<file path="src/hw/rtl/eaod_pkg.sv">
// Shared types, widths and constants of the EMG activity onset detector.
package eaod_pkg;

  // Fixed field widths
  localparam int unsigned IN_FIELDS  = 8;
  localparam int unsigned SAMPLE_W   = 8;
  localparam int unsigned MAG_W      = 8;
  localparam int unsigned LEVEL_W    = 8;
  localparam int unsigned SUM_W      = 32;
  localparam int unsigned IN_DATA_W  = IN_FIELDS * SAMPLE_W;
  localparam int unsigned OUT_DATA_W = 16;
  localparam int unsigned CFG_IDX_W  = 8;

  // Defaults of the top-level parameters
  localparam int unsigned CHANNELS_DEF   = 8;
  localparam int unsigned WINDOW_LEN_DEF = 8;
  localparam int unsigned COUNT_BITS_DEF = 24;

  // Queue between front and back
  localparam int unsigned QUEUE_DEPTH = 2;

  // Register reset values
  localparam logic [LEVEL_W-1:0] QUIET_LEVEL_RST  = 8'd5;
  localparam logic [LEVEL_W-1:0] ACTIVE_LEVEL_RST = 8'd5;

  // Register indexes
  typedef enum logic [CFG_IDX_W-1:0] {
    CFG_QUIET_LEVEL  = 8'd0,
    CFG_ACTIVE_LEVEL = 8'd1
  } cfg_idx_e;

  // Threshold registers as seen by the back end
  typedef struct packed {
    logic [LEVEL_W-1:0] active_level;
    logic [LEVEL_W-1:0] quiet_level;
  } cfg_t;

  // One frame of magnitudes, channel 0 in the lowest bits
  typedef logic [IN_FIELDS-1:0][MAG_W-1:0] mag_frame_t;

  // One result, active in bit 0
  typedef struct packed {
    logic [IN_FIELDS-1:0] cleared_mask;
    logic                 active;
  } result_t;

endpackage

</file>
<file path="src/hw/rtl/eaod_front.sv">
// Front end: takes sample frames and turns them into magnitude frames for the queue.
module eaod_front
  import eaod_pkg::*;
(
  input  logic                 s_tvalid_i,
  output logic                 s_tready_o,
  input  logic [IN_DATA_W-1:0] s_tdata_i,
  output logic                 push_valid_o,
  input  logic                 push_ready_i,
  output mag_frame_t           push_data_o
);

  // Request handshake goes straight to the queue
  assign push_valid_o = s_tvalid_i;
  assign s_tready_o   = push_ready_i;

  // Magnitude of each two's complement sample; -128 gives 128
  always_comb begin
    logic [SAMPLE_W-1:0] raw;
    for (int i = 0; i < IN_FIELDS; i++) begin
      raw = s_tdata_i[i*SAMPLE_W +: SAMPLE_W];
      push_data_o[i] = raw[SAMPLE_W-1] ? MAG_W'(~raw + SAMPLE_W'(1)) : MAG_W'(raw);
    end
  end

endmodule

</file>
<file path="config.mk">
export PLATFORM = sky130hd
export DESIGN_NAME = eaod_front
export DESIGN_NICKNAME = d
export VERILOG_FILES = /design/src/hw/rtl/eaod_pkg.sv /design/src/hw/rtl/eaod_front.sv
export SDC_FILE = /design/constraint.sdc
export NUM_CORES = 1
export LEC_CHECK = 0
export BUFFER_PORTS_ARGS = -buffer_cell sky130_fd_sc_hd__buf_2
export CAP_MARGIN = 20
export CORE_MARGIN = 2
export CORE_UTILIZATION = 39
export DETAILED_ROUTE_END_ITERATION = 8
export PLACE_DENSITY = 0.95
export SLEW_MARGIN = 25
export SYNTH_ARGS = -nofsm -noshare
export SYNTH_HDL_FRONTEND = slang
export SYNTH_SLANG_ARGS = --single-unit
</file>
<file path="constraint.sdc">
create_clock -name vclk -period 1.62
set_input_delay 0.081 -clock vclk [all_inputs]
set_output_delay 0.081 -clock vclk [all_outputs]
set_load 0.005 [all_outputs]
</file>
==> run metrics, run 1 <==
Setup Viol. Count Final=0; Slew @ Worst Pin=323 ps; area occupied by registers=0 µm²; Multi-input gate area=1050 µm²; Worst Setup Start Kind=input port; post-cts resize count=0; # rows=20; MaxCap Viol Count=0; Post-CTS Setup Inserts=0; # DRC=0; Antenna Violating Nets Remaining=0; Fin Setup TNS=0 ps; Area Overhead vs Synth=51.1%; status=finished, final reports clean; Max Freq=between 0.7 and 0.8 GHz; WL/cell=10.6 µm; clock power share=0%; largest net degree at the start of global routing=9; layout filler cell count=282; RSZ-0062 raised after global routing=no; Reg power frac=0%; vias per inst=5.06; Comb power frac=100.0%; num sequential=0; share of cells above drive strength 1=47.4%; final net count=approximately 360; Die X=59.2 µm; Int Pwr=roughly 0.26 mW; commonest cells after routing, fill and taps aside=128 x buf_2, 29 x xnor2_1, 17 x inv_1; IO Port Bufs=128; CLK BUF=0; diode count=0; Synth Area per Inst=between 7 and 8 µm²; Hold Path Class=input port to primary output; most common cell after layout, fill and taps aside=buf_2; Placed Cells incl. Taps=320; Synth warnings=0; vias in the first global route=between 1000 and 1500; routability congestion estimate from global placement=0.924; switching share of power=48.3%; Syn Nets=about 240; Pwr Density=284 nW/µm²; first-pass GRT wire length=roughly 5000 µm; WL final=3410 µm; die area=3510 µm²; crit share post-route=84.3%; DRT Pass-1 Iters=4; Ports=132; Fin. Hold Viols=0; post-synth cell types=22; Setup crit end kind=primary output; initial antenna violation count=0; GRT Util Overall=17.4%; post-synthesis cell area=1190 µm²; worst-path fanout max=2; Static Leak=0.976 nW; Starting DRT DRC Count=63; Pins Over Slew Limit=0; Peak supply drop=0.126 mV; Layout Cells excl Fill=320; CP arrival=1280 ps; WP data required=1540 ps; GRT overflow=0; minimum clock period=1370 ps; hpwl dp=3110 µm; Die Height=59.2 µm; hold_buf cts=0; Switching Power=0.246 mW; Cells after Synth=169; max_slew headroom=78.3%; Starting Density=39.9%; kind of critical path=input port to primary output; vias after detailed routing=1618; sequential share of the synthesized area=0%; Core Box Area=2980 µm²
[cell families (layout without fill, tap and decap cells)]
family	after synthesis	count (layout)	synth area share, %
buffers and inverters	27	145	11.7
AND/OR/NAND/NOR	57	57	28.1
XOR/XNOR	40	40	29.5
AO/OA/AOI/OAI	37	37	22.3
adder cells (fa/ha/maj)	8	8	8.42
[worst max-delay path, cell delays in order]
cell,delay (ps)
buf_2,100
inv_1,60
ha_1,140
or3b_1,370
o31ai_1,250
xnor2_1,140
buf_2,130
[synthesized netlist by cell type]
cell type / instances / area, µm²
a21boi_0: 10 / 75.1
and4b_1: 5 / 50.1
buf_4: 10 / 75.1
ha_1: 8 / 100
inv_1: 17 / 63.8
nand2_1: 13 / 48.8
nand2b_1: 9 / 56.3
nor2_1: 12 / 45.0
nor4_1: 7 / 43.8
nor4b_1: 1 / 8.76
o21ai_0: 9 / 45.0
o21ai_1: 1 / 5.00
o21ai_2: 5 / 43.8
o31a_1: 1 / 8.76
o31ai_1: 10 / 75.1
o31ai_2: 1 / 12.5
or3_1: 2 / 12.5
or3_4: 2 / 22.5
or3b_1: 1 / 8.76
or4_1: 5 / 37.5
xnor2_1: 29 / 254
xor2_1: 11 / 96.3
[through the flow]
stage                     power [mW]  util (%)  hold WS, ps  instance area, µm²  worst slack, ps
final                          0.510      60.3          162                1800              254
after detailed placement       0.513      60.3          162                1800              255
after CTS                      0.515      60.3          162                1800              248
after floorplan                0.238         -          195                1190              530
after global placement         0.501      60.3          162                1800              281
after global routing           0.570      60.3          162                1800             91.9
[worst paths after layout]
check | startpoint | end | slack [ps] | cells after the start
hold / removal | s_tvalid_i | push_valid_o | 160 | 0
setup / recovery | s_tdata_i[25] | push_data_o[30] | 250 | 7
[cell type report]
cell class | instances | area share (%)
Multi-Input combinational cell | 142 | 58.5
Tap cell | 33 | 2.30
Inverter | 17 | 3.55
Timing Repair Buffer | 128 | 35.7
[per-layer routing]
| layer | global-route usage, % | part of all wire (%) | up-vias |
|---|---|---|---|
| met5 | 0 | 0 | - |
| li1 | - | - | 824 |
| met3 | 1.31 | 6.9 | 0 |
| met4 | 0.325 | 0 | 0 |
| met2 | 34.7 | 53 | 64 |
| met1 | 21.0 | 40 | 730 |
[power by group through the flow]
stage | registers (mW) | logic (mW) | clock network, mW
after global routing | 0 | 0.570 | 0
after floorplan | 0 | 0.238 | 0
final | 0 | 0.510 | 0
after CTS | 0 | 0.515 | 0
after global placement | 0 | 0.501 | 0
after detailed placement | 0 | 0.513 | 0
Power figures use the tool's default switching activity.
==> inputs of run 2 (changes only) <==
Settings changed: CORE_UTILIZATION 39 to 33, PLACE_DENSITY 0.95 to 0.9.
Clock period 1.62 ns to 1.1 ns, I/O delays scaled along.
==> run metrics, run 2 (synthesis results as in run 1) <==
area occupied by registers=0 µm² (unchanged); CP Cell Sequence=buf_8 > inv_4 > ha_4 > or3b_4 > o31ai_4 > xnor2_1 > buf_2 (was buf_2 > inv_1 > ha_1 > or3b_1 > o31ai_1 > xnor2_1 > buf_2); Max Freq=0.817 GHz; MaxCap Viol Count=0 (unchanged); vias in the first global route=1655 (was 1288); Worst path slowest cell=or3b_4 (was or3b_1); Comb power frac=100.0% (about the same); vias per inst=4.84 (was 5.06); Setup Viol. Count Final=9 (was 0); Hold Path Class=input port to primary output (unchanged); Pwr Total=0.960 mW (was 0.510 mW); Min Hold Slack=110 ps (was 162 ps); Starting DRT DRC Count=27 (was 63); Core Util, Final=68.7% (was 60.3%); Static Leak=1.19 nW (was 0.976 nW); Pwr Density=412 nW/µm² (was 284 nW/µm²); failing checks=negative setup slack; Antenna Violating Nets Remaining=0 (unchanged); max_slew headroom=78.0% (was 78.3%); Starting Density=35.1% (was 39.9%); Ports=132 (unchanged); CP max stage delay=390 ps (was 370 ps); die area=4100 µm² (was 3510 µm²); grt met2 use=44.0% (was 34.7%); clock power share=0% (about the same); hpwl dp=3590 µm (was 3110 µm); pre-CTS WS=-221 ps (was 255 ps); share of cells above drive strength 1=62.3% (was 47.4%); status=finished with violations (was finished, final reports clean); CLK BUF=0 (unchanged); Fin Setup TNS=-363 ps (was 0 ps); largest net degree at the start of global routing=9 (unchanged); WP data required=1040 ps (was 1540 ps); WL final=4750 µm (was 3410 µm); Fin. Hold Viols=0 (unchanged); Reg power frac=0% (about the same); GRT overflow=0 (unchanged); IO Port Bufs=128 (unchanged); met1 usage=17.2% (was 21.0%); Die X=64.0 µm (was 59.2 µm); Area Overhead vs Synth=96.0% (was 51.1%); most common cell after layout, fill and taps aside=buf_2 (unchanged); Switching Power=0.438 mW (was 0.246 mW); # DRC=0 (unchanged); Peak supply drop=0.199 mV (was 0.126 mV); first-pass GRT wire length=6760 µm (was 5110 µm); Die Height=64.0 µm (was 59.2 µm); commonest cells after routing, fill and taps aside=114 x buf_2, 29 x buf_4, 28 x xnor2_1 (was 128 x buf_2, 29 x xnor2_1, 17 x inv_1); diode count=0 (unchanged); Setup crit end kind=primary output (unchanged); Core Box Area=3390 µm² (was 2980 µm²); GR peak layer=met2 (unchanged); Worst Setup Start Kind=input port (unchanged); Pins Over Slew Limit=0 (unchanged); CP arrival=1170 ps (was 1280 ps); worst-path fanout max=2 (unchanged); kind of critical path=input port to primary output (unchanged); DRT Pass-1 Iters=4 (unchanged); final net count=394 (was 363); switching share of power=45.6% (was 48.3%); WL/cell=13.0 µm (was 10.6 µm); vias after detailed routing=1763 (was 1618); num sequential=0 (unchanged); Slew @ Worst Pin=327 ps (was 323 ps); crit share post-route=111%; GRT Util Overall=19.4% (was 17.4%); Int Pwr=0.523 mW (was 0.264 mW); RSZ-0062 raised after global routing=yes (was no); layout filler cell count=292 (was 282); met3 usage=3.52% (was 1.31%); final setup margin=-124 ps (was 254 ps); # rows=21 (was 20); initial antenna violation count=0 (unchanged); routability congestion estimate from global placement=0.825 (was 0.924); minimum clock period=approximately 1200 ps
## run 2: final timing paths
path,to,from,cells after the start
setup / recovery,push_data_o[30],s_tdata_i[24],7
hold / removal,s_tready_o,push_ready_i,0
## run 2: stage by stage
stage	cell area, µm²	std cells
2_1_floorplan	1190	169
3_5_place_dp	2030	362
5_1_grt	2330	364
3_3_place_gp	2030	362
6_report	2330	364
4_1_cts	2190	363
## run 2: area by class of cell
cell class         instances  area, µm²  share of cell area [%]
repair buffers           159        972                    41.7
multi-input cells        142       1230                    52.8
inverters                 17       68.8                    2.95
well taps                 46       57.6                    2.47
## run 2: what timing repair did
action	CTS	global route
setup buffers	1	1
endpoints found under the hold margin	0	0
hold buffers	0	0
gates resized for setup	32	36
pin swaps	22	25
setup endpoints to repair	14	25
cloned	0	0
## run 2: worst max-delay path, delay by kind of cell
kind            cells  cell delay [ps]
buf+inv             3              280
compound gates      1              180
xor+xnor            1              140
fa+ha+maj           1              120
simple gates        1              390
## run 2: power by group through the flow
| stage | Sequential (mW) | Combinational [mW] | Clock [mW] |
|---|---|---|---|
| 2_1_floorplan | 0 | 0.351 | 0 |
| 3_3_place_gp | 0 | 0.818 | 0 |
| 3_5_place_dp | 0 | 0.838 | 0 |
| 4_1_cts | 0 | 0.901 | 0 |
| 5_1_grt | 0 | 1.05 | 0 |
| 6_report | 0 | 0.960 | 0 |
## run 2: per-layer routing
| metal | up-vias | wire length [µm] |
|---|---|---|
| met1 | 800 | 1580 |
| met3 | 2 | 345 |
| met5 | - | 0 |
| met4 | 0 | 21 |
| li1 | 884 | - |
| met2 | 77 | 2810 |
