## config.mk

```make
export PLATFORM = sky130hd
export DESIGN_NAME = eaod_queue
export DESIGN_NICKNAME = d
export VERILOG_FILES = /design/src/hw/rtl/eaod_pkg.sv /design/src/hw/rtl/eaod_queue.sv
export SDC_FILE = /design/constraint.sdc
export NUM_CORES = 1
export LEC_CHECK = 0
export BUFFER_PORTS_ARGS = -buffer_cell sky130_fd_sc_hd__buf_2
export CAP_MARGIN = 15
export CORE_MARGIN = 1
export CORE_UTILIZATION = 23
export CTS_CLUSTER_SIZE = 40
export DETAILED_ROUTE_END_ITERATION = 16
export PLACE_DENSITY = 0.38
export SLEW_MARGIN = 20
export SYNTH_ARGS = -nofsm -noshare
export SYNTH_HDL_FRONTEND = slang
export SYNTH_SLANG_ARGS = --single-unit
```

## constraint.sdc

```tcl
create_clock -name clk_i -period 4.9 [get_ports clk_i]
set_input_delay 0.245 -clock clk_i [delete_from_list [all_inputs] [get_ports clk_i]]
set_output_delay 0.245 -clock clk_i [all_outputs]
set_load 0.01 [all_outputs]
```

## src/hw/rtl/eaod_pkg.sv

```systemverilog
// Shared types, widths and constants of the EMG activity onset detector.
package eaod_pkg;

  // Fixed field widths
  localparam int unsigned IN_FIELDS  = 8;
  localparam int unsigned SAMPLE_W   = 8;
  localparam int unsigned MAG_W      = 8;
  localparam int unsigned LEVEL_W    = 8;
  localparam int unsigned SUM_W      = 32;
  localparam int unsigned IN_DATA_W  = IN_FIELDS * SAMPLE_W;
  localparam int unsigned OUT_DATA_W = 16;
  localparam int unsigned CFG_IDX_W  = 8;

  // Defaults of the top-level parameters
  localparam int unsigned CHANNELS_DEF   = 8;
  localparam int unsigned WINDOW_LEN_DEF = 8;
  localparam int unsigned COUNT_BITS_DEF = 24;

  // Queue between front and back
  localparam int unsigned QUEUE_DEPTH = 2;

  // Register reset values
  localparam logic [LEVEL_W-1:0] QUIET_LEVEL_RST  = 8'd5;
  localparam logic [LEVEL_W-1:0] ACTIVE_LEVEL_RST = 8'd5;

  // Register indexes
  typedef enum logic [CFG_IDX_W-1:0] {
    CFG_QUIET_LEVEL  = 8'd0,
    CFG_ACTIVE_LEVEL = 8'd1
  } cfg_idx_e;

  // Threshold registers as seen by the back end
  typedef struct packed {
    logic [LEVEL_W-1:0] active_level;
    logic [LEVEL_W-1:0] quiet_level;
  } cfg_t;

  // One frame of magnitudes, channel 0 in the lowest bits
  typedef logic [IN_FIELDS-1:0][MAG_W-1:0] mag_frame_t;

  // One result, active in bit 0
  typedef struct packed {
    logic [IN_FIELDS-1:0] cleared_mask;
    logic                 active;
  } result_t;

endpackage

```

## src/hw/rtl/eaod_queue.sv

```systemverilog
// Short request queue between the front and back ends.
module eaod_queue
  import eaod_pkg::*;
(
  input  logic       clk_i,
  input  logic       rst_ni,
  input  logic       push_valid_i,
  output logic       push_ready_o,
  input  mag_frame_t push_data_i,
  output logic       pop_valid_o,
  input  logic       pop_ready_i,
  output mag_frame_t pop_data_o
);

  localparam int unsigned PTR_W = (QUEUE_DEPTH > 1) ? $clog2(QUEUE_DEPTH) : 1;
  localparam int unsigned CNT_W = $clog2(QUEUE_DEPTH + 1);
  localparam logic [PTR_W-1:0] LAST_PTR = PTR_W'(QUEUE_DEPTH - 1);

  mag_frame_t slots_q [QUEUE_DEPTH];
  logic [PTR_W-1:0] wr_ptr_q, wr_ptr_d, rd_ptr_q, rd_ptr_d;
  logic [CNT_W-1:0] cnt_q, cnt_d;
  logic push, pop;

  assign push_ready_o = (cnt_q != CNT_W'(QUEUE_DEPTH));
  assign pop_valid_o  = (cnt_q != '0);
  assign pop_data_o   = slots_q[rd_ptr_q];
  assign push = push_valid_i & push_ready_o;
  assign pop  = pop_valid_o & pop_ready_i;

  // Pointer and fill count
  always_comb begin
    wr_ptr_d = wr_ptr_q;
    rd_ptr_d = rd_ptr_q;
    cnt_d    = cnt_q;
    if (push) begin
      wr_ptr_d = (wr_ptr_q == LAST_PTR) ? '0 : wr_ptr_q + PTR_W'(1);
    end
    if (pop) begin
      rd_ptr_d = (rd_ptr_q == LAST_PTR) ? '0 : rd_ptr_q + PTR_W'(1);
    end
    case ({push, pop})
      2'b10:   cnt_d = cnt_q + CNT_W'(1);
      2'b01:   cnt_d = cnt_q - CNT_W'(1);
      default: cnt_d = cnt_q;
    endcase
  end

  always_ff @(posedge clk_i or negedge rst_ni) begin
    if (!rst_ni) begin
      wr_ptr_q <= '0;
      rd_ptr_q <= '0;
      cnt_q    <= '0;
    end else begin
      wr_ptr_q <= wr_ptr_d;
      rd_ptr_q <= rd_ptr_d;
      cnt_q    <= cnt_d;
    end
  end

  // Slot storage
  always_ff @(posedge clk_i) begin
    if (push) begin
      slots_q[wr_ptr_q] <= push_data_i;
    end
  end

endmodule

```

==> metrics.md, run 1 <==
| Metric | Value |
|---|---|
| Compound-Gate Fraction of Synth Area | `0%` |
| Number of gates resized after cts | `0` |
| Fraction of the mapped netlist area in adder cells | `less than 1%` |
| Worst path setup slack after routing | `about 2.2 ns` |
| Synth Net Count | `about 290` |
| Gpl congestion | `around 0.64` |
| Count of nets after finishing | `roughly 450` |
| Tmin final | `about 2.7 ns` |
| Highest fanout seen on the critical path | `33` |
| Cell at the root of the clock tree | `sky130_fd_sc_hd__clkbuf_16` |
| Run status | `finished, final reports clean` |
| Clock Skew | `around 0.010 ns` |
| Initial antenna violation count | `0` |
| Clock H-tree levels | `4` |
| Worst slack, placed | `2.47 ns` |
| Sum of routed wire length over all layers | `a little under 10000 µm` |
| TritonCTS clock tree | `yes` |
| Post-route DRC | `0` |
| Die Footprint | `~22000 µm²` |
| Synth-to-Final Area Change | `35.0%` |
| DIE WIDTH | `approximately 150 µm` |
| Final worst path period share | `between 50% and 60%` |
| Ratio of routed vias to standard cells | `roughly 3.8` |
| Startpoint kind of the worst setup timing path | `register` |
| Number of buffers added by the clock tree synthesis step | `17` |
| Total via count after detailed routing | `around 2500` |
| FF+latch area | `a little under 4000 µm²` |
| Vias in the first global route | `roughly 2700` |
| Total GRT Usage | `a little under a tenth` |
| Iteration-0 DRC Markers | `roughly 110` |
| Clk Latency, worst-skew pair | `around 0.4 ns` |
| Count of different cell masters after synthesis | `15` |
| Max Slew Vio Count | `0` |
| Capturing element type of the critical path | `output pin` |
| Detailed-route wire length per cell | `14.7 µm` |
| Post-DP HPWL | `~6000 µm` |
| Share of the yosys chip area belonging to registers | `about four fifths` |
| Power density over the cells | `624 nW/µm²` |
| Number of instances in the synthesized netlist | `216` |
| Hold Vio Cnt, Final | `0` |
| Worst slew margin relative to its limit | `approximately a third` |
| Multi-input gate area | `1020 µm²` |
| Number of inserted filler cells in the final layout | `approximately 2100` |
| Vertical die dimension | `about 150 µm` |
| Core area | `~21000 µm²` |
| Yosys synthesis warning count | `0` |
| Pin count of the biggest net entering global routing | `65` |
| Starting density of the core | `between 20% and 30%` |
| Ports | `around 130` |
| Largest family of logic cells by synthesized area | `multiplexers` |
| Max-capacitance violation count | `0` |
| Class of the worst hold path | `input pin to register` |
| Global-route wire length before repair | `14500 µm` |
| Arr. time, crit path | `between 2 and 2.5 ns` |
| CTS max path bufs | `2` |
| Count of endpoints failing setup in the final report | `0` |
| Worst Max-Slew Pin Slew | `~0.99 ns` |
| RSZ-0062 raised after global routing | `no` |
| # rows | `53` |
| Synth Area per Inst | `23.2 µm²` |
| Xor/xnor share of the synthesized area | `less than 1%` |
| Area fraction in and, or, nand and nor cells after synthesis | `less than 1%` |
| Leftover overflow at the end of global routing | `0` |
| Total of flip-flops plus latches after synthesis | `between 100 and 150` |
| Static power due to leakage | `around 2.6 nW` |
| Maximum resistive drop on vdd | `between 300 and 400 µV` |
| Max Freq | `373 MHz` |
| Worst setup path class | `register to output pin` |
| Clock transition at the registers of the reported paths | `around 0.060 ns` |
| Port bufs | `between 100 and 150` |
| Clock sink total | `approximately 130` |
| Required time reported for the critical path endpoint | `4.66 ns` |
| Synthesized cell area | `about 5000 µm²` |
| Proportion of layout cells with a drive suffix above 1 | `59.0%` |
| Post-detailed-route count of antenna-violating nets | `0` |
| Sum of negative setup slack | `0 ns` |
| Initial DRT Pass Iterations | `6` |
| Antenna cell count | `0` |
| Mux contribution to synthesized area | `18.1%` |
-- routing by layer --
metal	wire (µm)	track usage, %	vias up
met5	0	0	-
met4	142	5.00	0
met1	4240	10.2	1250
met3	636	3.93	10
li1	-	-	1177
met2	4790	14.4	86
-- layout by cell type (no fill, tap or decap) --
cell | synthesis | final
sky130_fd_sc_hd__buf_2 | 1 | 133
sky130_fd_sc_hd__edfxtp_1 | 128 | 128
sky130_fd_sc_hd__mux2_4 | 50 | 50
sky130_fd_sc_hd__clkbuf_16 | 0 | 17
sky130_fd_sc_hd__mux2_2 | 14 | 14
sky130_fd_sc_hd__dlygate4sd3_1 | 0 | 14
sky130_fd_sc_hd__bufinv_16 | 0 | 6
sky130_fd_sc_hd__clkinv_1 | 0 | 4
sky130_fd_sc_hd__xnor2_1 | 3 | 3
sky130_fd_sc_hd__dfrtp_1 | 4 | 3
sky130_fd_sc_hd__buf_4 | 0 | 3
sky130_fd_sc_hd__xor2_1 | 2 | 2
sky130_fd_sc_hd__clkinv_2 | 0 | 2
sky130_fd_sc_hd__or2_1 | 1 | 1
sky130_fd_sc_hd__and2_4 | 1 | 1
sky130_fd_sc_hd__nand2b_1 | 1 | 1
sky130_fd_sc_hd__nand2_1 | 1 | 1
sky130_fd_sc_hd__and3_4 | 0 | 1
sky130_fd_sc_hd__nor2_4 | 0 | 1
sky130_fd_sc_hd__nor2_1 | 2 | 1
sky130_fd_sc_hd__ha_1 | 1 | 1
sky130_fd_sc_hd__clkinvlp_4 | 0 | 1
sky130_fd_sc_hd__clkbuf_1 | 0 | 1
sky130_fd_sc_hd__dfrtp_4 | 0 | 1
-- layout make-up --
class	instances	share of cell area [%]
Multi-Input combinational cell	77	15.0
Sequential cell	132	58.2
Tap cell	275	5.08
Clock inverter	13	3.14
Timing Repair Buffer	150	12.2
Clock buffer	18	6.33
-- cells by family (layout without fill, tap and decap cells) --
kind of cell	after synthesis	after routing
xor+xnor	5	5
simple gates	7	7
fa+ha+maj	1	1
buf+inv	7	181
mux	64	64
flops	132	132
-- stage by stage --
| stage | hold slack [ns] | power [W] | util [%] | cell area [µm²] | instances |
|---|---|---|---|---|---|
| 3_3_place_gp | 0.0557 | 0.00288 | 28.3 | 6000 | 620 |
| 2_1_floorplan | -0.0506 | 0.00250 | - | 5020 | 216 |
| 5_1_grt | 0.000433 | 0.00445 | 31.9 | 6780 | 665 |
| 4_1_cts | 0.0000316 | 0.00432 | 31.6 | 6710 | 658 |
| 3_5_place_dp | 0.0546 | 0.00289 | 28.3 | 6000 | 620 |
| 6_report | 0.0199 | 0.00423 | 31.9 | 6780 | 665 |
-- final timing paths --
path | from | end | slack, ns | cells after the start
min | push_data_i[34] | slots_q[1][34] | 0.02 | 1
max reg2reg | cnt_q[0] | slots_q[0][52] | 2.54 | 4
max | rd_ptr_q | pop_data_o[46] | 2.22 | 3
min in group asynchronous | rst_ni | cnt_q[0] | 0.16 | 2
min reg2reg | cnt_q[1] | cnt_q[1] | 0.49 | 1
max in group asynchronous | rst_ni | rd_ptr_q | 4.61 | 2
-- sequential cells by signal, summed over array words and instances, names as in the netlist --
| name | cells |
|---|---|
| rd_ptr_q | 1 |
| cnt_q | 2 |
| wr_ptr_q | 1 |
| slots_q | 128 |
-- cells in the mapped netlist (all sizes together) --
cell | n | area, µm²
and3 | 1 | 6.26
nand2b | 1 | 6.26
nor2 | 2 | 7.51
xnor2 | 3 | 26.3
mux2 | 64 | 908
ha | 1 | 12.5
and2 | 1 | 8.76
nand2 | 1 | 3.75
or2 | 1 | 6.26
buf | 7 | 72.6
xor2 | 2 | 17.5
dfrtp | 4 | 100
edfxtp | 128 | 3840
-- repair_timing --
item                      in CTS  in global routing
buffers inserted               0                  0
hold endpoints to repair      15                 14
hold buffers                   7                  7
-- critical path: stages (launching register included) --
cell and delay, ns:
sky130_fd_sc_hd__dfrtp_4 0.81, sky130_fd_sc_hd__buf_4 0.65, sky130_fd_sc_hd__mux2_2 0.41, sky130_fd_sc_hd__buf_2 0.14
-- power by group --
part / switching, W / leakage, nW / internal, W
registers: 0.000134 / 1.23 / 0.00155
clock network: 0.000452 / 0.310 / 0.000942
logic: 0.000557 / 1.10 / 0.000597
total: 0.00114 / 2.65 / 0.00309
No activity file was read; power rests on OpenSTA's default activity.
==> run 2: changes to the inputs <==
- clock period: 4.9 -> 2.62 ns (I/O delays scaled with it)
==> run 2 against run 1 <==
Net effect: register-to-register slack lost 1.6 ns; cell count rose by 8.4%; design area grew 7.1%; largest power group unchanged; total power grew 81%.
==> metrics.md, run 2 (synthesis results as in run 1) <==
| Metric | Value |
|---|---|
| Source of the critical timing path | `rd_ptr_q` |
| Global-route wire length before repair | `15300 µm (+5.5%)` |
| Number of buffers added by the clock tree synthesis step | `17 (unchanged)` |
| Crit path buf inv count | `2 (unchanged)` |
| Cell at the root of the clock tree | `sky130_fd_sc_hd__clkbuf_16` |
| Startpoint kind of the worst setup timing path | `register` |
| Post-route DRC | `0 (unchanged)` |
| Clock H-tree levels | `4 (unchanged)` |
| Final std cells w/o fill | `721 (+8.4%)` |
| Count of endpoints failing setup in the final report | `0 (unchanged)` |
| Register share of total power | `40.7% (+0.9 points)` |
| Post-Place Cell Area | `6050 µm² (+0.92%)` |
| Worst slew margin relative to its limit | `63.8% (+30 points)` |
| Proportion of layout cells with a drive suffix above 1 | `52.5% (-6.5 points)` |
| Hold Vio Cnt, Final | `0 (unchanged)` |
| Reg2reg start | `cnt_q[0]` |
| TritonCTS clock tree | `yes` |
| Top Registers | `slots_q (128), cnt_q (2)` |
| Post-DP HPWL | `6380 µm (+6.6%)` |
| Max FFs per register | `128 (unchanged)` |
| Total stage count of the critical path | `3 (unchanged)` |
| Critical Path, Cell by Cell | `buf_4 -> mux2_2 -> buf_2` |
| Total via count after detailed routing | `2697 (+6.9%)` |
| Relative contribution of the clock network to total power | `29.2% (-3.7 points)` |
| Largest reg by FF count | `slots_q` |
| Switching pwr | `0.00216 W (+89%)` |
| Initial antenna violation count | `0 (unchanged)` |
| Static power due to leakage | `2.84 nW (+7.4%)` |
| Reg-to-Reg End | `slots_q[0][9]` |
| Class of the worst hold path | `input pin to asynchronous set/reset pin` |
| Maximum resistive drop on vdd | `488 µV (+28%)` |
| Count of nets after finishing | `503 (+13%)` |
| Sum of routed wire length over all layers | `10000 µm (+2.4%)` |
| Arr. time, crit path | `1.98 ns (-0.46 ns)` |
| Port bufs | `133 (unchanged)` |
| Internal Power | `0.00551 W (+78%)` |
| Cell count after placement | `624 (+0.65%)` |
| Most common library cell in the layout ignoring fill and taps | `sky130_fd_sc_hd__buf_2` |
| Required time reported for the critical path endpoint | `2.49 ns (-2.17 ns)` |
| Vias in the first global route | `2941 (+8.8%)` |
| Part of the power in combinational logic | `30.1% (+2.8 points)` |
| Power density over the cells | `1060 nW/µm² (+69%)` |
| Total GRT Usage | `9.39% (+0.33 points)` |
| Switching share of power | `28.2% (+1.2 points)` |
| Gpl congestion | `0.650 (+1.4%)` |
| Sum of negative setup slack | `0 ns (unchanged)` |
| Delay of the slowest cell on the worst path | `0.76 ns (-0.05 ns)` |
| Starting density of the core | `23.7% (unchanged)` |
| Iteration-0 DRC Markers | `74 (-34%)` |
| # rows | `53 (unchanged)` |
| DIE WIDTH | `150 µm (unchanged)` |
| Worst Max-Slew Pin Slew | `0.542 ns (-0.452 ns)` |
| Most used cells in the layout excluding fill and tap cells | `sky130_fd_sc_hd__buf_2 (133), sky130_fd_sc_hd__edfxtp_1 (128), sky130_fd_sc_hd__dlygate4sd3_1 (66), sky130_fd_sc_hd__mux2_4 (50), sky130_fd_sc_hd__clkbuf_16 (17)` |
| Run status | `finished, final reports clean` |
| # Post-CTS Setup Buffers | `0 (unchanged)` |
| Clk Latency, worst-skew pair | `0.41 ns (about the same)` |
| Worst setup path class | `register to output pin` |
| Clock Skew | `0.00815 ns (-0.00211 ns)` |
| Flop2flop setup slack | `0.95 ns (-1.59 ns)` |
| Post-detailed-route count of antenna-violating nets | `0 (unchanged)` |
| Max Freq | `roughly 470 MHz` |
| Leftover overflow at the end of global routing | `0 (unchanged)` |
| Number of gates resized after cts | `0 (unchanged)` |
| Max-capacitance violation count | `0 (unchanged)` |
| Die Footprint | `22400 µm² (unchanged)` |
| Cell class contributing the biggest share of worst-path delay | `flip-flops` |
| Capturing element type of the critical path | `output pin` |
| Core area | `21200 µm² (unchanged)` |
| Finished Cell Area | `7260 µm² (+7.1%)` |
| Number of hold buffers added after CTS | `66 (+59)` |
| Vertical die dimension | `150 µm (unchanged)` |
| Antenna cell count | `0 (unchanged)` |
| Ratio of routed vias to standard cells | `3.74 (-1.4%)` |
| Max Slew Vio Count | `0 (unchanged)` |
| Tmin final | `around 2.1 ns` |
| Critical path's slowest cell | `sky130_fd_sc_hd__dfrtp_4` |
| Detailed-route wire length per cell | `13.9 µm (-5.6%)` |
| Highest fanout seen on the critical path | `26 (-21%)` |
| Pin count of the biggest net entering global routing | `39 (-40%)` |
| Clock transition at the registers of the reported paths | `0.06 ns (about the same)` |
| Endpoint of the most critical setup path | `pop_data_o[43]` |
| Initial DRT Pass Iterations | `4 (-2)` |
| Worst reg-to-reg path cell count | `4 (unchanged)` |
| CTS max path bufs | `2 (unchanged)` |
| RSZ-0062 raised after global routing | `no` |
| Clock sink total | `132 (unchanged)` |
| Final worst path period share | `80.5%` |
| Synth-to-Final Area Change | `44.7%` |
| Ports | `134 (unchanged)` |
run 2: cell count changes in the layout (fill, tap and decap cells not counted):
cell	delta
sky130_fd_sc_hd__dlygate4sd3_1	+52
sky130_fd_sc_hd__bufinv_16	-4
sky130_fd_sc_hd__clkbuf_1	+3
sky130_fd_sc_hd__clkinv_1	-3
sky130_fd_sc_hd__buf_12	+2
sky130_fd_sc_hd__buf_4	+2
sky130_fd_sc_hd__clkinvlp_4	+2
sky130_fd_sc_hd__clkinv_2	+1
sky130_fd_sc_hd__clkinv_4	+1
run 2: layer usage:
| layer | track usage [%] | routed length, µm | vias to the layer above |
|---|---|---|---|
| met1 | 10.6 | 4400 | 1318 |
| met5 | 0 | 0 | - |
| met3 | 4.36 | 657 | 12 |
| met2 | 15.2 | 4840 | 80 |
| li1 | - | - | 1287 |
| met4 | 4.09 | 141 | 0 |
run 2: how the worst min path moves through the flow:
stage                     startpoint        to  slack [ns]  cells past startpoint
after floorplan               rst_ni  cnt_q[0]       -0.16                      0
after global placement        rst_ni  rd_ptr_q       -0.05                      1
after detailed placement      rst_ni  rd_ptr_q       -0.05                      1
after CTS                     rst_ni  rd_ptr_q        0.04                      2
after global routing          rst_ni  rd_ptr_q        0.06                      2
final                         rst_ni  rd_ptr_q        0.06                      2
run 2: layout make-up:
cell class,instances,area (µm²)
Timing Repair Buffer,206,1400
Sequential cell,132,3950
Clock buffer,21,440
Multi-Input combinational cell,77,1020
Tap cell,275,344
Fill cell,2120,14000
Clock inverter,10,110
run 2: power by group through the flow:
stage / logic (W) / registers (W) / clock network, W
CTS: 0.00240 / 0.00314 / 0.00233
finish: 0.00231 / 0.00312 / 0.00224
floorplan: 0.00162 / 0.00304 / 0
global placement: 0.00231 / 0.00317 / 0
global route: 0.00252 / 0.00318 / 0.00240
detailed placement: 0.00232 / 0.00318 / 0
run 2: stage by stage:
| stage | util [%] | hold WS, ns | total power (W) | setup slack (ns) |
|---|---|---|---|---|
| floorplan | - | -0.165 | 0.00466 | 0.0308 |
| global placement | 28.5 | -0.0526 | 0.00548 | 0.882 |
| detailed placement | 28.5 | -0.0452 | 0.00550 | 0.879 |
| CTS | 34.2 | 0.0393 | 0.00787 | 0.414 |
| global route | 34.2 | 0.0628 | 0.00811 | 0.392 |
| finish | 34.2 | 0.0580 | 0.00767 | 0.510 |
run 2: worst reg2reg max path, delay by kind of cell, from the launching register on:
kind	cells	cell delay, ns
buffers and inverters	1	0.47
DFF	1	0.40
and+or+nand+nor	3	0.42
==> run 3: changes to the inputs <==
- ABC_AREA: unset -> 1
- PLACE_DENSITY: 0.38 -> 0.39
- clock period: 2.62 -> 2 ns (I/O delays scaled with it)
==> run 3 against run 2 <==
Net effect: hold slack improved by 0.35 ns; cell count rose by 19%; worst setup slack got worse by 0.27 ns; wire length rose by 10%; utilization rose by 0.90 points; combinational power rose by 34%; die area fell by 2.8%; synthesized cell count rose by 69%; total power rose by 34%; largest cell class unchanged.
==> metrics.md, run 3 <==
| Metric | Value |
|---|---|
| Max-capacitance violation count | `0 (unchanged)` |
| CTS max path bufs | `2 (unchanged)` |
| Required time reported for the critical path endpoint | `1.90 ns (-0.59 ns)` |
| Post-route DRC | `0 (unchanged)` |
| # Post-CTS Setup Buffers | `0 (unchanged)` |
| Post-detailed-route count of antenna-violating nets | `0 (unchanged)` |
| Most frequent cells after synthesis | `sky130_fd_sc_hd__nand2_1 (200), sky130_fd_sc_hd__edfxtp_1 (128), sky130_fd_sc_hd__buf_2 (7)` |
| Fraction of post-synthesis cell area in the top cell type by area | `78.8% (+2.2 points)` |
| Number of instances in the synthesized netlist | `364 (+69%)` |
| Max Freq | `approximately 570 MHz` |
| Switching share of power | `31.8% (+3.6 points)` |
| Post-DP HPWL | `6560 µm (+2.7%)` |
| Delay of the slowest cell on the worst path | `0.43 ns (-0.33 ns)` |
| Static power due to leakage | `3.04 nW (+7.0%)` |
| Synth Area per Inst | `13.4 µm² (-42%)` |
| # rows | `52 (-1.9%)` |
| Worst slew margin relative to its limit | `68.0% (+4.1 points)` |
| Ports | `134 (unchanged)` |
| Max FFs per register | `128 (unchanged)` |
| Cell at the root of the clock tree | `sky130_fd_sc_hd__clkbuf_16` |
| TritonCTS clock tree | `yes` |
| Class of the worst hold path | `input pin to register` |
| DIE WIDTH | `148 µm (-1.4%)` |
| Iteration-0 DRC Markers | `140 (+89%)` |
| Antenna cell count | `0 (unchanged)` |
| Multi-input gate area | `832 µm² (-18%)` |
| Relative contribution of the clock network to total power | `31.6% (+2.4 points)` |
| Vias in the first global route | `3467 (+18%)` |
| Leftover overflow at the end of global routing | `0 (unchanged)` |
| Clock sink total | `132 (unchanged)` |
| Initial antenna violation count | `0 (unchanged)` |
| Most common library cell in the layout ignoring fill and taps | `sky130_fd_sc_hd__nand2_1` |
| Total GRT Usage | `10.8% (+1.4 points)` |
| Final std cells w/o fill | `860 (+19%)` |
| Top Registers | `slots_q (128), cnt_q (2)` |
| Proportion of layout cells with a drive suffix above 1 | `29.7% (-23 points)` |
| Maximum resistive drop on vdd | `653 µV (+34%)` |
| Critical path's slowest cell | `sky130_fd_sc_hd__dfrtp_2` |
| FFs w/ async S/R, synth | `3.03% (unchanged)` |
| Most used cells in the layout excluding fill and tap cells | `sky130_fd_sc_hd__nand2_1 (200), sky130_fd_sc_hd__buf_2 (133), sky130_fd_sc_hd__edfxtp_1 (128), sky130_fd_sc_hd__dlygate4sd3_1 (68), sky130_fd_sc_hd__clkbuf_16 (17)` |
| Synth-to-Final Area Change | `47.6%` |
| Synth Net Count | `433 (+52%)` |
| Starting density of the core | `23.8% (+0.15 points)` |
| Worst setup path class | `register to output pin` |
| Power density over the cells | `1430 nW/µm² (+35%)` |
| Clk Latency, worst-skew pair | `0.41 ns (about the same)` |
| Total of flip-flops plus latches after synthesis | `132 (unchanged)` |
| Initial DRT Pass Iterations | `4 (unchanged)` |
| Number of buffers added by the clock tree synthesis step | `17 (unchanged)` |
| EDFF count, synth | `128 (unchanged)` |
| Part of the power in combinational logic | `30.1% (about the same)` |
| Yosys synthesis warning count | `0 (unchanged)` |
| Cell count after placement | `760 (+22%)` |
| Final worst path period share | `between 80% and 90%` |
| Internal Power | `0.00700 W (+27%)` |
| Cell accounting for the most synthesized area | `sky130_fd_sc_hd__edfxtp_1` |
| Sum of routed wire length over all layers | `11100 µm (+10%)` |
| Count of nets after finishing | `646 (+28%)` |
| Pin count of the biggest net entering global routing | `66 (+69%)` |
| Tmin final | `approximately 1.8 ns` |
| Post-Place Cell Area | `5900 µm² (-2.5%)` |
| Capturing element type of the critical path | `output pin` |
| Clock Skew | `0.00806 ns (-0.0000814 ns)` |
| Count of endpoints failing setup in the final report | `0 (unchanged)` |
| Startpoint kind of the worst setup timing path | `register` |
| Total via count after detailed routing | `3290 (+22%)` |
| Clock H-tree levels | `4 (unchanged)` |
| Max Slew Vio Count | `0 (unchanged)` |
| Port bufs | `133 (unchanged)` |
| Synthesized cell area | `4880 µm² (-2.8%)` |
| Most repeated library cell on the critical path | `sky130_fd_sc_hd__nand2_1` |
| Reg2reg start | `cnt_q[0]` |
| Share of the yosys chip area belonging to registers | `80.8% (+2.3 points)` |
| Hold Path Origin | `push_data_i[27]` |
| Core area | `20500 µm² (-3.4%)` |
| Register share of total power | `38.3% (-2.4 points)` |
| Highest fanout seen on the critical path | `40 (+54%)` |
| Arr. time, crit path | `1.66 ns (-0.32 ns)` |
| FF+latch area | `3950 µm² (about the same)` |
| Cell types occupying the most area after synthesis | `sky130_fd_sc_hd__edfxtp_1 (79%), sky130_fd_sc_hd__nand2_1 (15%), sky130_fd_sc_hd__dfrtp_1 (2.1%)` |
| Clock transition at the registers of the reported paths | `0.06 ns (about the same)` |
| Count of different cell masters after synthesis | `15 (unchanged)` |
| Dominant register cell in the synthesized netlist | `sky130_fd_sc_hd__edfxtp_1` |
| Detailed-route wire length per cell | `12.9 µm (-7.4%)` |
| Gpl congestion | `0.700 (+7.7%)` |
| Run status | `finished, final reports clean` |
| Ratio of routed vias to standard cells | `3.83 (+2.3%)` |
| Critical Path, Cell by Cell | `inv_2 -> buf_4 -> nand2_1 -> nand2_1 -> buf_2` |
| Worst Max-Slew Pin Slew | `0.480 ns (-0.0622 ns)` |
| Sum of negative setup slack | `0 ns (unchanged)` |
| Most repeated cell in the gate-level netlist after synthesis | `sky130_fd_sc_hd__nand2_1` |
| Vertical die dimension | `148 µm (-1.4%)` |
| RSZ-0062 raised after global routing | `no` |
| Die Footprint | `21800 µm² (-2.8%)` |
| Number of inserted filler cells in the final layout | `2024 (-4.5%)` |
| Largest reg by FF count | `slots_q` |
| Hold Vio Cnt, Final | `0 (unchanged)` |
| Finished Cell Area | `7200 µm² (-0.88%)` |
| Switching pwr | `0.00326 W (+51%)` |
| Source of the critical timing path | `rd_ptr_q` |
| Global-route wire length before repair | `17500 µm (+15%)` |
run 3: changes by cell type after synthesis, sizes merged, moves of 2 or more:
cell   before  now
xnor2       3    1
inv         0    7
nand3       0    2
xor2        2    0
nand2       1  202
buf         7   14
mux2       64    0
run 3: per-stage QoR:
| stage | total power, W | setup WS, ns | utilization (%) | hold WS (ns) |
|---|---|---|---|---|
| after detailed placement | 0.00709 | 0.421 | 28.8 | -0.0847 |
| after global routing | 0.0109 | 0.0885 | 35.1 | 0.388 |
| after floorplan | 0.00575 | -0.00430 | - | -0.196 |
| after global placement | 0.00705 | 0.471 | 28.8 | -0.0841 |
| final | 0.0103 | 0.244 | 35.1 | 0.409 |
| after CTS | 0.0105 | 0.188 | 35.1 | 0.384 |
run 3: final timing paths:
check | slack (ns) | depth (start not counted) | end
max in group asynchronous | 1.22 | 3 | rd_ptr_q
hold / removal | 0.41 | 2 | slots_q[1][27]
min in group asynchronous | 0.58 | 3 | cnt_q[1]
setup / recovery | 0.24 | 5 | pop_data_o[51]
setup reg to reg | 0.43 | 5 | slots_q[0][18]
hold reg to reg | 0.53 | 2 | cnt_q[1]
run 3: layout make-up:
class,instances,share of cell area [%]
Sequential cell,132,54.8
Inverter,7,0.365
Multi-Input combinational cell,211,11.6
Clock buffer,23,6.50
Clock inverter,9,2.12
Timing Repair Buffer,208,20.0
Tap cell,270,4.69
run 3: worst max-delay path: cells and delay by family (launching register included):
kind / cells / cell delay (ns)
buffers and inverters: 3 / 0.59
flip-flops: 1 / 0.43
AND/OR/NAND/NOR: 2 / 0.20
run 3: what timing repair did:
item | CTS | global route
hold endpoints to repair | 134 | 0
gates resized for setup | 0 | 0
hold buffers | 68 | 0
run 3: power groups by stage:
stage / clock [W] / combinational [W] / sequential [W]
global placement: 0 / 0.00307 / 0.00398
finish: 0.00324 / 0.00309 / 0.00393
detailed placement: 0 / 0.00310 / 0.00399
CTS: 0.00334 / 0.00321 / 0.00393
floorplan: 0 / 0.00178 / 0.00397
global route: 0.00343 / 0.00349 / 0.00399
run 3: cell families (layout without fill, tap and decap cells):
logic type / Yosys count / in the layout / share of synthesized area, %
AO/OA/AOI/OAI: 1 / 1 / 0.102
buffers and inverters: 21 / 247 / 2.41
flip-flops: 132 / 132 / 80.8
XOR/XNOR: 1 / 1 / 0.180
AND/OR/NAND/NOR: 208 / 208 / 16.2
adder cells (fa/ha/maj): 1 / 1 / 0.256
run 3: routing by layer:
layer / up-vias / GRT usage [%] / wire, µm
met5: - / 0 / 0
met1: 1528 / 11.3 / 4530
li1: 1651 / - / -
met4: 0 / 4.33 / 161
met3: 11 / 4.20 / 682
met2: 100 / 19.4 / 5700
